### config.mk
export PLATFORM = sky130hd
export DESIGN_NAME = i2c_master_register_transfer_core
export DESIGN_NICKNAME = d
export VERILOG_FILES = /design/src/rtl/i2cm_pkg.sv /design/src/rtl/i2cm_cfg_regs.sv /design/src/rtl/i2cm_engine.sv /design/src/rtl/i2c_master_register_transfer_core.sv
export SDC_FILE = /design/constraint.sdc
export NUM_CORES = 1
export LEC_CHECK = 0
export BUFFER_PORTS_ARGS = -buffer_cell sky130_fd_sc_hd__clkbuf_2
export CORE_MARGIN = 4
export CORE_UTILIZATION = 55
export DETAILED_ROUTE_END_ITERATION = 8
export PLACE_DENSITY = 0.75
export SETUP_SLACK_MARGIN = 0.15
export SLEW_MARGIN = 20
export SYNTH_ARGS = -nofsm -noshare
export SYNTH_HDL_FRONTEND = slang
export SYNTH_SLANG_ARGS = --single-unit
### constraint.sdc
create_clock -name clk -period 11.2 [get_ports clk]
set_input_delay 1.68 -clock clk [delete_from_list [all_inputs] [get_ports clk]]
set_output_delay 1.68 -clock clk [all_outputs]
set_load 0.005 [all_outputs]
### src/rtl/i2cm_pkg.sv
// ---------------------------------------------------------------------------
// i2cm_pkg
// shared word types and configuration bundle for the i2c register master
// ---------------------------------------------------------------------------
package i2cm_pkg;

	localparam int unsigned CfgIdxW = 2;
	localparam int unsigned CfgDataW = 10;

	// command opcodes carried by each input word
	localparam logic [1:0] OP_TICK  = 2'd0;
	localparam logic [1:0] OP_WRITE = 2'd1;
	localparam logic [1:0] OP_READ  = 2'd2;

	// one input word: a timing tick, optionally with a command
	typedef struct packed {
		logic [1:0] opcode;
		logic [6:0] device_address;
		logic [7:0] register_address;
		logic [7:0] byte_count;
		logic [7:0] write_byte;
		logic       sda_sample;
	} in_word_t;

	// one result word: line levels and status after the tick
	typedef struct packed {
		logic       scl_level;
		logic       sda_level;
		logic       sda_drive_enable;
		logic [7:0] read_byte;
		logic       read_valid;
		logic       byte_request;
		logic       transfer_done;
		logic       fail_status;
		logic       busy_res;
	} out_word_t;

	// timing settings from the configuration registers
	typedef struct packed {
		logic [7:0] start_stop_hold_ticks;
		logic [7:0] bit_phase_ticks;
		logic [9:0] ack_timeout_ticks;
	} cfg_t;

endpackage

### src/rtl/i2cm_cfg_regs.sv
// ---------------------------------------------------------------------------
// i2cm_cfg_regs
// timing configuration registers, written through a plain write port
// ---------------------------------------------------------------------------
module i2cm_cfg_regs (
	input  logic                          clk,
	input  logic                          arst_n,
	input  logic                          cfg_we,
	input  logic [i2cm_pkg::CfgIdxW-1:0]  cfg_index,
	input  logic [i2cm_pkg::CfgDataW-1:0] cfg_data,
	output i2cm_pkg::cfg_t                cfg
);

	localparam logic [i2cm_pkg::CfgIdxW-1:0] IDX_HOLD    = 2'd0;
	localparam logic [i2cm_pkg::CfgIdxW-1:0] IDX_PHASE   = 2'd1;
	localparam logic [i2cm_pkg::CfgIdxW-1:0] IDX_TIMEOUT = 2'd2;

	i2cm_pkg::cfg_t cfg_q;

	// register writes, unknown indexes dropped
	always_ff @(posedge clk or negedge arst_n) begin
		if (!arst_n) begin
			cfg_q.start_stop_hold_ticks <= 8'd5;
			cfg_q.bit_phase_ticks       <= 8'd2;
			cfg_q.ack_timeout_ticks     <= 10'd250;
		end else if (cfg_we) begin
			unique case (cfg_index)
				IDX_HOLD:    cfg_q.start_stop_hold_ticks <= cfg_data[7:0];
				IDX_PHASE:   cfg_q.bit_phase_ticks       <= cfg_data[7:0];
				IDX_TIMEOUT: cfg_q.ack_timeout_ticks     <= cfg_data[9:0];
				default: begin
				end
			endcase
		end
	end

	assign cfg = cfg_q;

endmodule

### src/rtl/i2cm_engine.sv
// ---------------------------------------------------------------------------
// i2cm_engine
// bus sequencer state and the per-tick next-state and result logic
// ---------------------------------------------------------------------------
module i2cm_engine (
	input  logic                clk,
	input  logic                arst_n,
	input  i2cm_pkg::cfg_t      cfg,
	input  logic                step,
	input  i2cm_pkg::in_word_t  item,
	output i2cm_pkg::out_word_t result
);

	// sequencer phases
	localparam logic [3:0] PH_IDLE       = 4'd0;
	localparam logic [3:0] PH_START_HIGH = 4'd1;
	localparam logic [3:0] PH_START_LOW  = 4'd2;
	localparam logic [3:0] PH_TX_LOW     = 4'd3;
	localparam logic [3:0] PH_TX_HIGH    = 4'd4;
	localparam logic [3:0] PH_ACK_LOW    = 4'd5;
	localparam logic [3:0] PH_ACK_HIGH   = 4'd6;
	localparam logic [3:0] PH_LOAD       = 4'd7;
	localparam logic [3:0] PH_RX_LOW     = 4'd8;
	localparam logic [3:0] PH_RX_HIGH    = 4'd9;
	localparam logic [3:0] PH_MACK_LOW   = 4'd10;
	localparam logic [3:0] PH_MACK_HIGH  = 4'd11;
	localparam logic [3:0] PH_STOP_LOW   = 4'd12;
	localparam logic [3:0] PH_STOP_HIGH  = 4'd13;

	// byte currently on the bus
	localparam logic [1:0] SEG_ADDR_W = 2'd0;
	localparam logic [1:0] SEG_REG    = 2'd1;
	localparam logic [1:0] SEG_ADDR_R = 2'd2;
	localparam logic [1:0] SEG_DATA   = 2'd3;

	logic [3:0] phase_q, n_phase;
	logic [9:0] tick_q, n_tick;
	logic [3:0] bit_q, n_bit;
	logic [7:0] shift_q, n_shift;
	logic [7:0] left_q, n_left;
	logic [6:0] dev_q, n_dev;
	logic [7:0] reg_q, n_reg;
	logic       rd_q, n_rd;
	logic       scl_q, n_scl;
	logic       sda_q, n_sda;
	logic [1:0] seg_q, n_seg;
	logic       fail_q, n_fail;

	logic       ent;
	logic [3:0] tgt;
	logic [9:0] tick_inc;
	logic [7:0] dur;
	logic [3:0] bit_inc;
	logic [7:0] left_dec;
	logic       o_req, o_valid, o_done, o_fail;
	logic [7:0] o_rb;
	logic       released;

	assign tick_inc = tick_q + 10'd1;
	assign bit_inc  = bit_q + 4'd1;
	assign left_dec = left_q - 8'd1;
	assign dur = (phase_q == PH_START_HIGH || phase_q == PH_START_LOW ||
		phase_q == PH_STOP_LOW || phase_q == PH_STOP_HIGH) ?
		cfg.start_stop_hold_ticks : cfg.bit_phase_ticks;

	// next state for one tick
	always_comb begin
		n_phase = phase_q;
		n_tick  = tick_q;
		n_bit   = bit_q;
		n_shift = shift_q;
		n_left  = left_q;
		n_dev   = dev_q;
		n_reg   = reg_q;
		n_rd    = rd_q;
		n_scl   = scl_q;
		n_sda   = sda_q;
		n_seg   = seg_q;
		n_fail  = fail_q;
		ent     = 1'b0;
		tgt     = phase_q;
		o_req   = 1'b0;
		o_valid = 1'b0;
		o_rb    = 8'd0;
		o_done  = 1'b0;
		o_fail  = 1'b0;

		if (phase_q == PH_IDLE) begin
			if (item.opcode == i2cm_pkg::OP_WRITE || item.opcode == i2cm_pkg::OP_READ) begin
				n_dev  = item.device_address;
				n_reg  = item.register_address;
				n_left = item.byte_count;
				n_rd   = (item.opcode == i2cm_pkg::OP_READ);
				n_seg  = SEG_ADDR_W;
				n_fail = 1'b0;
				ent    = 1'b1;
				tgt    = PH_START_HIGH;
			end
		end else if (phase_q == PH_ACK_HIGH) begin
			if (!item.sda_sample) begin
				// acknowledge seen: move on by segment
				ent = 1'b1;
				case (seg_q)
					SEG_ADDR_W: begin
						n_seg   = SEG_REG;
						n_shift = reg_q;
						n_bit   = 4'd0;
						tgt     = PH_TX_LOW;
					end
					SEG_REG: begin
						if (rd_q) begin
							n_seg = SEG_ADDR_R;
							tgt   = PH_START_HIGH;
						end else if (left_q == 8'd0) begin
							n_fail = 1'b0;
							tgt    = PH_STOP_LOW;
						end else begin
							n_seg = SEG_DATA;
							o_req = 1'b1;
							tgt   = PH_LOAD;
						end
					end
					SEG_ADDR_R: begin
						if (left_q == 8'd0) begin
							n_fail = 1'b0;
							tgt    = PH_STOP_LOW;
						end else begin
							n_bit   = 4'd0;
							n_shift = 8'd0;
							tgt     = PH_RX_LOW;
						end
					end
					default: begin
						n_left = left_dec;
						if (left_dec == 8'd0) begin
							n_fail = 1'b0;
							tgt    = PH_STOP_LOW;
						end else begin
							o_req = 1'b1;
							tgt   = PH_LOAD;
						end
					end
				endcase
			end else if (tick_q >= cfg.ack_timeout_ticks) begin
				n_fail = 1'b1;
				ent    = 1'b1;
				tgt    = PH_STOP_LOW;
			end else begin
				n_tick = tick_inc;
			end
		end else if (phase_q == PH_LOAD) begin
			n_shift = item.write_byte;
			n_bit   = 4'd0;
			ent     = 1'b1;
			tgt     = PH_TX_LOW;
		end else if (phase_q > PH_STOP_HIGH) begin
			ent = 1'b1;
			tgt = PH_IDLE;
		end else begin
			// timed phases: count ticks, act at the end of the phase
			n_tick = tick_inc;
			if (tick_inc >= {2'd0, dur}) begin
				ent = 1'b1;
				unique case (phase_q)
					PH_START_HIGH: tgt = PH_START_LOW;
					PH_START_LOW: begin
						n_shift = {dev_q, seg_q == SEG_ADDR_R};
						n_bit   = 4'd0;
						tgt     = PH_TX_LOW;
					end
					PH_TX_LOW: tgt = PH_TX_HIGH;
					PH_TX_HIGH: begin
						n_shift = {shift_q[6:0], 1'b0};
						n_bit   = bit_inc;
						tgt     = (bit_inc >= 4'd8) ? PH_ACK_LOW : PH_TX_LOW;
					end
					PH_ACK_LOW: tgt = PH_ACK_HIGH;
					PH_RX_LOW:  tgt = PH_RX_HIGH;
					PH_RX_HIGH: begin
						n_shift = {shift_q[6:0], item.sda_sample};
						n_bit   = bit_inc;
						if (bit_inc >= 4'd8) begin
							o_valid = 1'b1;
							o_rb    = {shift_q[6:0], item.sda_sample};
							tgt     = PH_MACK_LOW;
						end else begin
							tgt = PH_RX_LOW;
						end
					end
					PH_MACK_LOW: tgt = PH_MACK_HIGH;
					PH_MACK_HIGH: begin
						n_left = left_dec;
						if (left_dec == 8'd0) begin
							n_fail = 1'b0;
							tgt    = PH_STOP_LOW;
						end else begin
							n_bit   = 4'd0;
							n_shift = 8'd0;
							tgt     = PH_RX_LOW;
						end
					end
					PH_STOP_LOW: tgt = PH_STOP_HIGH;
					default: begin
						o_done = 1'b1;
						o_fail = fail_q;
						tgt    = PH_IDLE;
					end
				endcase
			end
		end

		// phase entry: restart the tick count and set the line levels
		if (ent) begin
			n_phase = tgt;
			n_tick  = 10'd0;
			case (tgt)
				PH_START_LOW: begin
					n_scl = 1'b1;
					n_sda = 1'b0;
				end
				PH_TX_LOW: begin
					n_scl = 1'b0;
					n_sda = n_shift[7];
				end
				PH_TX_HIGH, PH_MACK_HIGH: n_scl = 1'b1;
				PH_ACK_LOW, PH_LOAD, PH_RX_LOW: begin
					n_scl = 1'b0;
					n_sda = 1'b1;
				end
				PH_MACK_LOW: begin
					n_scl = 1'b0;
					n_sda = (n_left > 8'd1) ? 1'b0 : 1'b1;
				end
				PH_STOP_LOW: begin
					n_scl = 1'b0;
					n_sda = 1'b0;
				end
				default: begin
					n_scl = 1'b1;
					n_sda = 1'b1;
				end
			endcase
		end
	end

	// result word from the state after this tick
	assign released = (n_phase == PH_ACK_LOW || n_phase == PH_ACK_HIGH ||
		n_phase == PH_LOAD || n_phase == PH_RX_LOW || n_phase == PH_RX_HIGH);

	always_comb begin
		result.scl_level        = n_scl;
		result.sda_level        = released ? 1'b1 : n_sda;
		result.sda_drive_enable = ~released;
		result.read_byte        = o_rb;
		result.read_valid       = o_valid;
		result.byte_request     = o_req;
		result.transfer_done    = o_done;
		result.fail_status      = o_fail;
		result.busy_res         = (n_phase != PH_IDLE);
	end

	// state update when a word is committed
	always_ff @(posedge clk or negedge arst_n) begin
		if (!arst_n) begin
			phase_q <= PH_IDLE;
			tick_q  <= 10'd0;
			bit_q   <= 4'd0;
			shift_q <= 8'd0;
			left_q  <= 8'd0;
			dev_q   <= 7'd0;
			reg_q   <= 8'd0;
			rd_q    <= 1'b0;
			scl_q   <= 1'b1;
			sda_q   <= 1'b1;
			seg_q   <= SEG_ADDR_W;
			fail_q  <= 1'b0;
		end else if (step) begin
			phase_q <= n_phase;
			tick_q  <= n_tick;
			bit_q   <= n_bit;
			shift_q <= n_shift;
			left_q  <= n_left;
			dev_q   <= n_dev;
			reg_q   <= n_reg;
			rd_q    <= n_rd;
			scl_q   <= n_scl;
			sda_q   <= n_sda;
			seg_q   <= n_seg;
			fail_q  <= n_fail;
		end
	end

endmodule

### src/rtl/i2c_master_register_transfer_core.sv
// ---------------------------------------------------------------------------
// i2c_master_register_transfer_core
// i2c master for device register reads and writes, one timing tick per word
// ---------------------------------------------------------------------------
//  channel | signals                         | direction | word
//  in      | in_valid, in_stall, in_word     | to core   | tick and command
//  out     | out_valid, out_stall, out_word  | from core | lines and status
//  cfg     | cfg_we, cfg_index, cfg_data     | to core   | timing register
//
//  one input word per cycle is sustained while out is not stalled; each word
//  yields one result word via the input register, then the result register
//  the sequencer state loop, updated on each committed word, sets the rate
//  reset clears pipeline and bus state (lines high, idle), loads default timing
//  a stall on out holds the result register and backs up into in_stall
// ---------------------------------------------------------------------------
module i2c_master_register_transfer_core (
	input  logic                          clk,
	input  logic                          arst_n,
	input  logic                          in_valid,
	output logic                          in_stall,
	input  i2cm_pkg::in_word_t            in_word,
	output logic                          out_valid,
	input  logic                          out_stall,
	output i2cm_pkg::out_word_t           out_word,
	input  logic                          cfg_we,
	input  logic [i2cm_pkg::CfgIdxW-1:0]  cfg_index,
	input  logic [i2cm_pkg::CfgDataW-1:0] cfg_data
);

	i2cm_pkg::cfg_t      cfg;
	i2cm_pkg::in_word_t  word_s1;
	logic                valid_s1;
	i2cm_pkg::out_word_t result;
	i2cm_pkg::out_word_t out_word_q;
	logic                out_valid_q;
	logic                out_free;
	logic                step;
	logic                take;

	// handshake: stage 1 advances when the result register can load
	assign out_free = ~out_valid_q | ~out_stall;
	assign step     = valid_s1 & out_free;
	assign take     = ~valid_s1 | out_free;
	assign in_stall = ~take;

	i2cm_cfg_regs u_cfg (
		.clk       (clk),
		.arst_n    (arst_n),
		.cfg_we    (cfg_we),
		.cfg_index (cfg_index),
		.cfg_data  (cfg_data),
		.cfg       (cfg)
	);

	// input register
	always_ff @(posedge clk or negedge arst_n) begin
		if (!arst_n) begin
			valid_s1 <= 1'b0;
		end else if (take) begin
			valid_s1 <= in_valid;
		end
	end

	always_ff @(posedge clk) begin
		if (take && in_valid) begin
			word_s1 <= in_word;
		end
	end

	i2cm_engine u_engine (
		.clk    (clk),
		.arst_n (arst_n),
		.cfg    (cfg),
		.step   (step),
		.item   (word_s1),
		.result (result)
	);

	// result register
	always_ff @(posedge clk or negedge arst_n) begin
		if (!arst_n) begin
			out_valid_q <= 1'b0;
		end else if (out_free) begin
			out_valid_q <= valid_s1;
		end
	end

	always_ff @(posedge clk) begin
		if (step) begin
			out_word_q <= result;
		end
	end

	assign out_valid = out_valid_q;
	assign out_word  = out_word_q;

endmodule
* After elaboration in Yosys (flattened, before gate mapping) *
Index checks and enable logic that the tools add are counted.

storage, ports and cells
  register bits after elaboration = 133
  input port bits = 51
  output and inout bits = 18
  word-level logic and storage cells = 241

operators by class
  add/sub/neg operators = 3
  magnitude comparators = 5
  equality and inequality tests = 51
  muxes and demuxes = 93
  bitwise operators = 13
  reductions and logical operators = 43

operators by type and width
  cell                                                   number
  2-to-1 mux 8 bit                                       18
  2-to-1 mux 4 bit                                       19
  2-to-1 mux 10 bit                                      7
  == test 4 bit, second input constant                   12
  == test 4 x 3 -> 1 bit, second input constant          10
  one-hot mux 4 bit (10 select lines)                    1
  one-hot mux 8 bit (4 select lines)                     1
  2-to-1 mux 1 bit                                       29
  AND reduction 9 bit                                    3
  one-hot mux 4 bit (3 select lines)                     2
  == test 4 x 2 -> 1 bit, second input constant          4
  zero test 8 bit                                        2
  one-hot mux 8 bit (2 select lines)                     1
  inequality test 3 x 1 -> 1 bit, second input constant  5
  OR reduction 15 bit                                    1
  2-to-1 mux 2 bit                                       7
  inequality test 4 x 3 -> 1 bit, second input constant  3
  AND reduction 6 bit                                    2
  nonzero test 3 bit                                     4
  OR reduction 6 bit                                     2
  adder 10 x 1 -> 10 bit, second input constant          1
  greater-or-equal comparator 10 bit                     1
  greater-or-equal comparator 10 x 8 -> 1 bit            1
  inverter 1 bit                                         10
  37 further kinds                                       62

* Longest topological paths before layout *
  word-level depth = 18
  gate-level depth with buffers = 18
  depth with buffers taken out = 16

* Cells and area by module *
From an unflattened synthesis, not the netlist that was laid out.

unflattened totals
  cell total of the unflattened synthesis = 714
  area, all modules = 7,467.2 um^2

by module, submodules not included
  module                             instances  cells each  area an instance (um^2)  sequential area each (um^2)
  i2cm_engine                        1          600         4,873.4                  1,378.8
  i2c_master_register_transfer_core  1          58          1,594.0                  1,551.5
  i2cm_cfg_regs                      1          56          999.7                    661.9

* Worst setup path before layout *
OpenSTA, ideal clock, no wires.

  path kind = register to register
  start point = reg u_engine.phase_q[1]
  end point = reg out_word_q, in the netlist out_word[14] (data pin)
  arrival time = 3.892 ns
  data required time = 10.933 ns
  path slack = 7.041 ns
  cell stages (with the launch flop) = 19
  path buffers = 3
  cells stage by stage = dfrtp_1 buf_4 nor3b_4 and2_1 clkbuf_1 nor2_1 mux2_2 ha_1 nand2b_1 a21oi_1 o311ai_2 or2_1 buf_6 o311ai_1 a31oi_2 inv_1 and3_1 o31ai_4 nand3_1

on the way
  longest elaborated chain between the ends = 17
  elaborated cells between the ends (all ways) = 68

RTL lines
  item                                                                                                  line                                     text
  start, declared                                                                                       i2cm_engine.sv:36                        logic [3:0] phase_q, n_phase;
  start signal, assigned                                                                                i2cm_engine.sv:278                       phase_q <= n_phase;
  parallel branches: the longest is 17 deep, another holds greater-or-equal comparator 10 x 8 -> 1 bit  -
  end signal, assigned                                                                                  i2c_master_register_transfer_core.sv:90  out_word_q <= result;
  end, declared                                                                                         i2c_master_register_transfer_core.sv:34  i2cm_pkg::out_word_t out_word_q;

Parallel ways; which one is timed is not known. The select of a mux whose other input is x is not followed.
A chain may end at the register's enable or synchronous reset.

* Worst setup path in the final report *
  start point = reg u_engine.phase_q[2]
  end point = reg out_word_q, in the netlist out_word[14] (data pin)

Same word-level chain as after synthesis.

==> metrics <==
status completed; Max FO, Critical Path 19; Residual DRC 0; ANT nets after route 0; # IOs 69; Cell Area, Synth 7122 sq um; clock root buffer clkbuf_16; syn_area_per_cell 10.77 sq um; Yosys reg bits 133; row count 41; CTS tree done; crit share post-route 46.62%; WL final 16.95 mm; largest area contributor in the netlist dfrtp_1; Critical Path AT 5380 ps; Post-synth EDFFs 50; antenna violations before repair 0; f_max 191.5 MHz; 1st-iter DRT viols 557; Slew Limit Headroom 28.68%; wire per inst 18.59 microns; Setup TNS Final 0 ps; number of fill cells in the layout 1026; Worst-Margin Slew 1056 ps; Final Hold Fails 0; die area 14830 sq um; crit path capture type flip-flop; CTS Buffer Depth 2; port bufs 68; DP HPWL 12.09 mm; Lkg Pwr 0.003376 uW; vias post-DR 5471; Fin Hold WS 472.7 ps; Nets 806; Ys Warns 0; clock skew 6.423 ps; Primary FF master, synth dfrtp_1; Pwr Density 235.0 nW/um^2; length of the first detailed-routing pass in iterations 5; core box area 12670 sq um; clk slew on worst S/H paths 60 ps; kind of start point of the critical path flip-flop; Synth cell types 80; maximum VDD drop 0.0001591 V; area share of the largest cell type after synthesis 25.30%; CP Class flip-flop to flip-flop; sequential fraction of the synthesis area 50.44%; number of hold buffers added after cts 0; H-tree depth 4; Final setup viols 0; syn_nets 740; worst endpoint required time 11360 ps; asr flop ratio synth 62.41%; Num CTS Buffers 17; area growth from synthesis to final layout 14.74%; post-CTS sizing 0; Max Cap Viol 0; post-CTS setup buffer count 0; most instantiated cells after synthesis nand2_1 (74), dfrtp_1 (72), edfxtp_1 (50); Final min period 5222 ps; die width 121.8 microns; Total GRT Usage 23.77%; routed vias/inst 5.999; Final Worst Setup Slack 5978 ps; hold crit path type flip-flop to flip-flop; Sink Count 133; GRT Residual Overflow 0; Slew Viols, Final 0; share of layout cells above drive strength 1 24.32%; clock network latency to the later pin of the worst-skew pair 420 ps; # diodes 0; first-pass GRT wire length 27.04 mm; pin count of the biggest net entering global routing 84; Synth area leaders dfrtp_1 (25%), edfxtp_1 (21%), mux2_2 (7.4%); RSZ-0062 raised after global routing false; most frequent cell after synthesis nand2_1; Starting Density 56.21%; Die Height 121.8 microns; GP Congestion 0.9355; Post-Syn Instances 661; vias in the first global route 5269; dpl ws 6074 ps
[per-stage QoR]
stage | total power (uW) | cells | cell area, sq um | util [%]
floorplan | 1200 | 661 | 7122 | -
global placement | 1352 | 880 | 7599 | 59.97
detailed placement | 1381 | 880 | 7599 | 59.97
CTS | 1915 | 912 | 8162 | 64.41
global route | 2030 | 912 | 8172 | 64.49
finish | 1920 | 912 | 8172 | 64.49
[worst max-delay path, stage by stage (launching register included)]
cell and delay (ps):
dfrtp_1 720, inv_1 240, and2_1 300, nor2_1 700
mux2_2 420, ha_1 270, nand2b_1 90, a21oi_1 70
o311ai_2 560, or2_1 370, o311ai_1 190, a31oi_2 350
inv_1 140, and3_1 220, o31ai_4 210, nand3_1 100
[report_power, final]
group          internal, uW  leakage, uW  total, uW  switching [uW]
Combinational           270      0.00162        648             378
Sequential              617      0.00149        744             126
Clock                   318     0.000261        528             210
Total                  1210      0.00338       1920             715
[placed cells by master, fill, tap and decap left out, types with 4 or more instances in the layout]
master | netlist | routed
a22oi_1 | 13 | 13
a221oi_1 | 4 | 4
or3_1 | 4 | 4
edfxtp_1 | 50 | 50
dfrtp_1 | 72 | 72
o41ai_1 | 4 | 4
ha_1 | 28 | 28
a31oi_1 | 8 | 8
nand2b_1 | 7 | 7
dfstp_2 | 11 | 11
nor3b_1 | 4 | 4
clkinvlp_4 | 0 | 4
a32o_1 | 8 | 8
a21oi_1 | 30 | 30
clkbuf_2 | 0 | 67
nand3_1 | 16 | 16
o21ai_1 | 4 | 4
xor2_1 | 5 | 5
o21ai_0 | 45 | 45
buf_4 | 1 | 5
mux2_2 | 47 | 47
nor2_1 | 49 | 49
mux2i_1 | 9 | 9
xnor2_1 | 5 | 5
clkbuf_16 | 0 | 17
inv_1 | 25 | 25
nor3_1 | 17 | 16
nor2b_1 | 5 | 5
nand2_1 | 74 | 74
and2_1 | 19 | 19
[registers in the layout (all words and copies together), names as in the netlist, 2 cells and up]
name / count
u_engine.tick_q: 10
u_engine.seg_q: 2
u_engine.left_q: 8
u_engine.phase_q: 4
u_engine.shift_q: 8
word_s1: 34
out_word: 16
u_engine.dev_q: 7
u_engine.reg_q: 8
u_cfg.cfg: 26
u_engine.bit_q: 4
[logic make-up (layout without fill, tap and decap cells)]
kind of cell,after synthesis,after routing,synth area share (%)
AO/OA/AOI/OAI,159,159,15.65
XOR/XNOR,10,10,1.230
adder cells (fa/ha/maj),28,28,4.919
buffers and inverters,51,130,3.057
flip-flops,133,133,50.44
multiplexers,56,56,8.697
AND/OR/NAND/NOR,224,224,16.01
[per-layer routing]
metal / vias to the layer above / wire, microns / global-route usage (%)
met5: - / 0 / 0
met4: 0 / 250 / 7.073
met3: 28 / 1228 / 6.267
met2: 241 / 8316 / 37.81
met1: 2638 / 7158 / 32.27
li1: 2564 / - / -
[final cells by class]
type / instances / area (sq um) / share of cell area (%)
inverter: 25 / 93.84 / 1.148
tap: 172 / 215.2 / 2.634
multi-input combinational: 477 / 3323 / 40.67
clock inverter: 10 / 98.84 / 1.210
sequential: 133 / 3592 / 43.96
timing repair buffer: 73 / 384.1 / 4.701
clock buffer: 22 / 464.2 / 5.681
[final timing paths]
path                            cells past startpoint  slack, ps            endpoint                start
min in group asynchronous                           1       1290  u_engine.left_q[6]               arst_n
worst min-delay path                                1        470   u_engine.dev_q[0]          word_s1[25]
max in group asynchronous                           1       9350   u_engine.reg_q[4]               arst_n
worst max-delay path                               15       5980        out_word[14]  u_engine.phase_q[2]
worst max register to register                     15       5980        out_word[14]  u_engine.phase_q[2]
worst min register to register                      1        470   u_engine.dev_q[0]          word_s1[25]
Power figures use the tool's default switching activity.
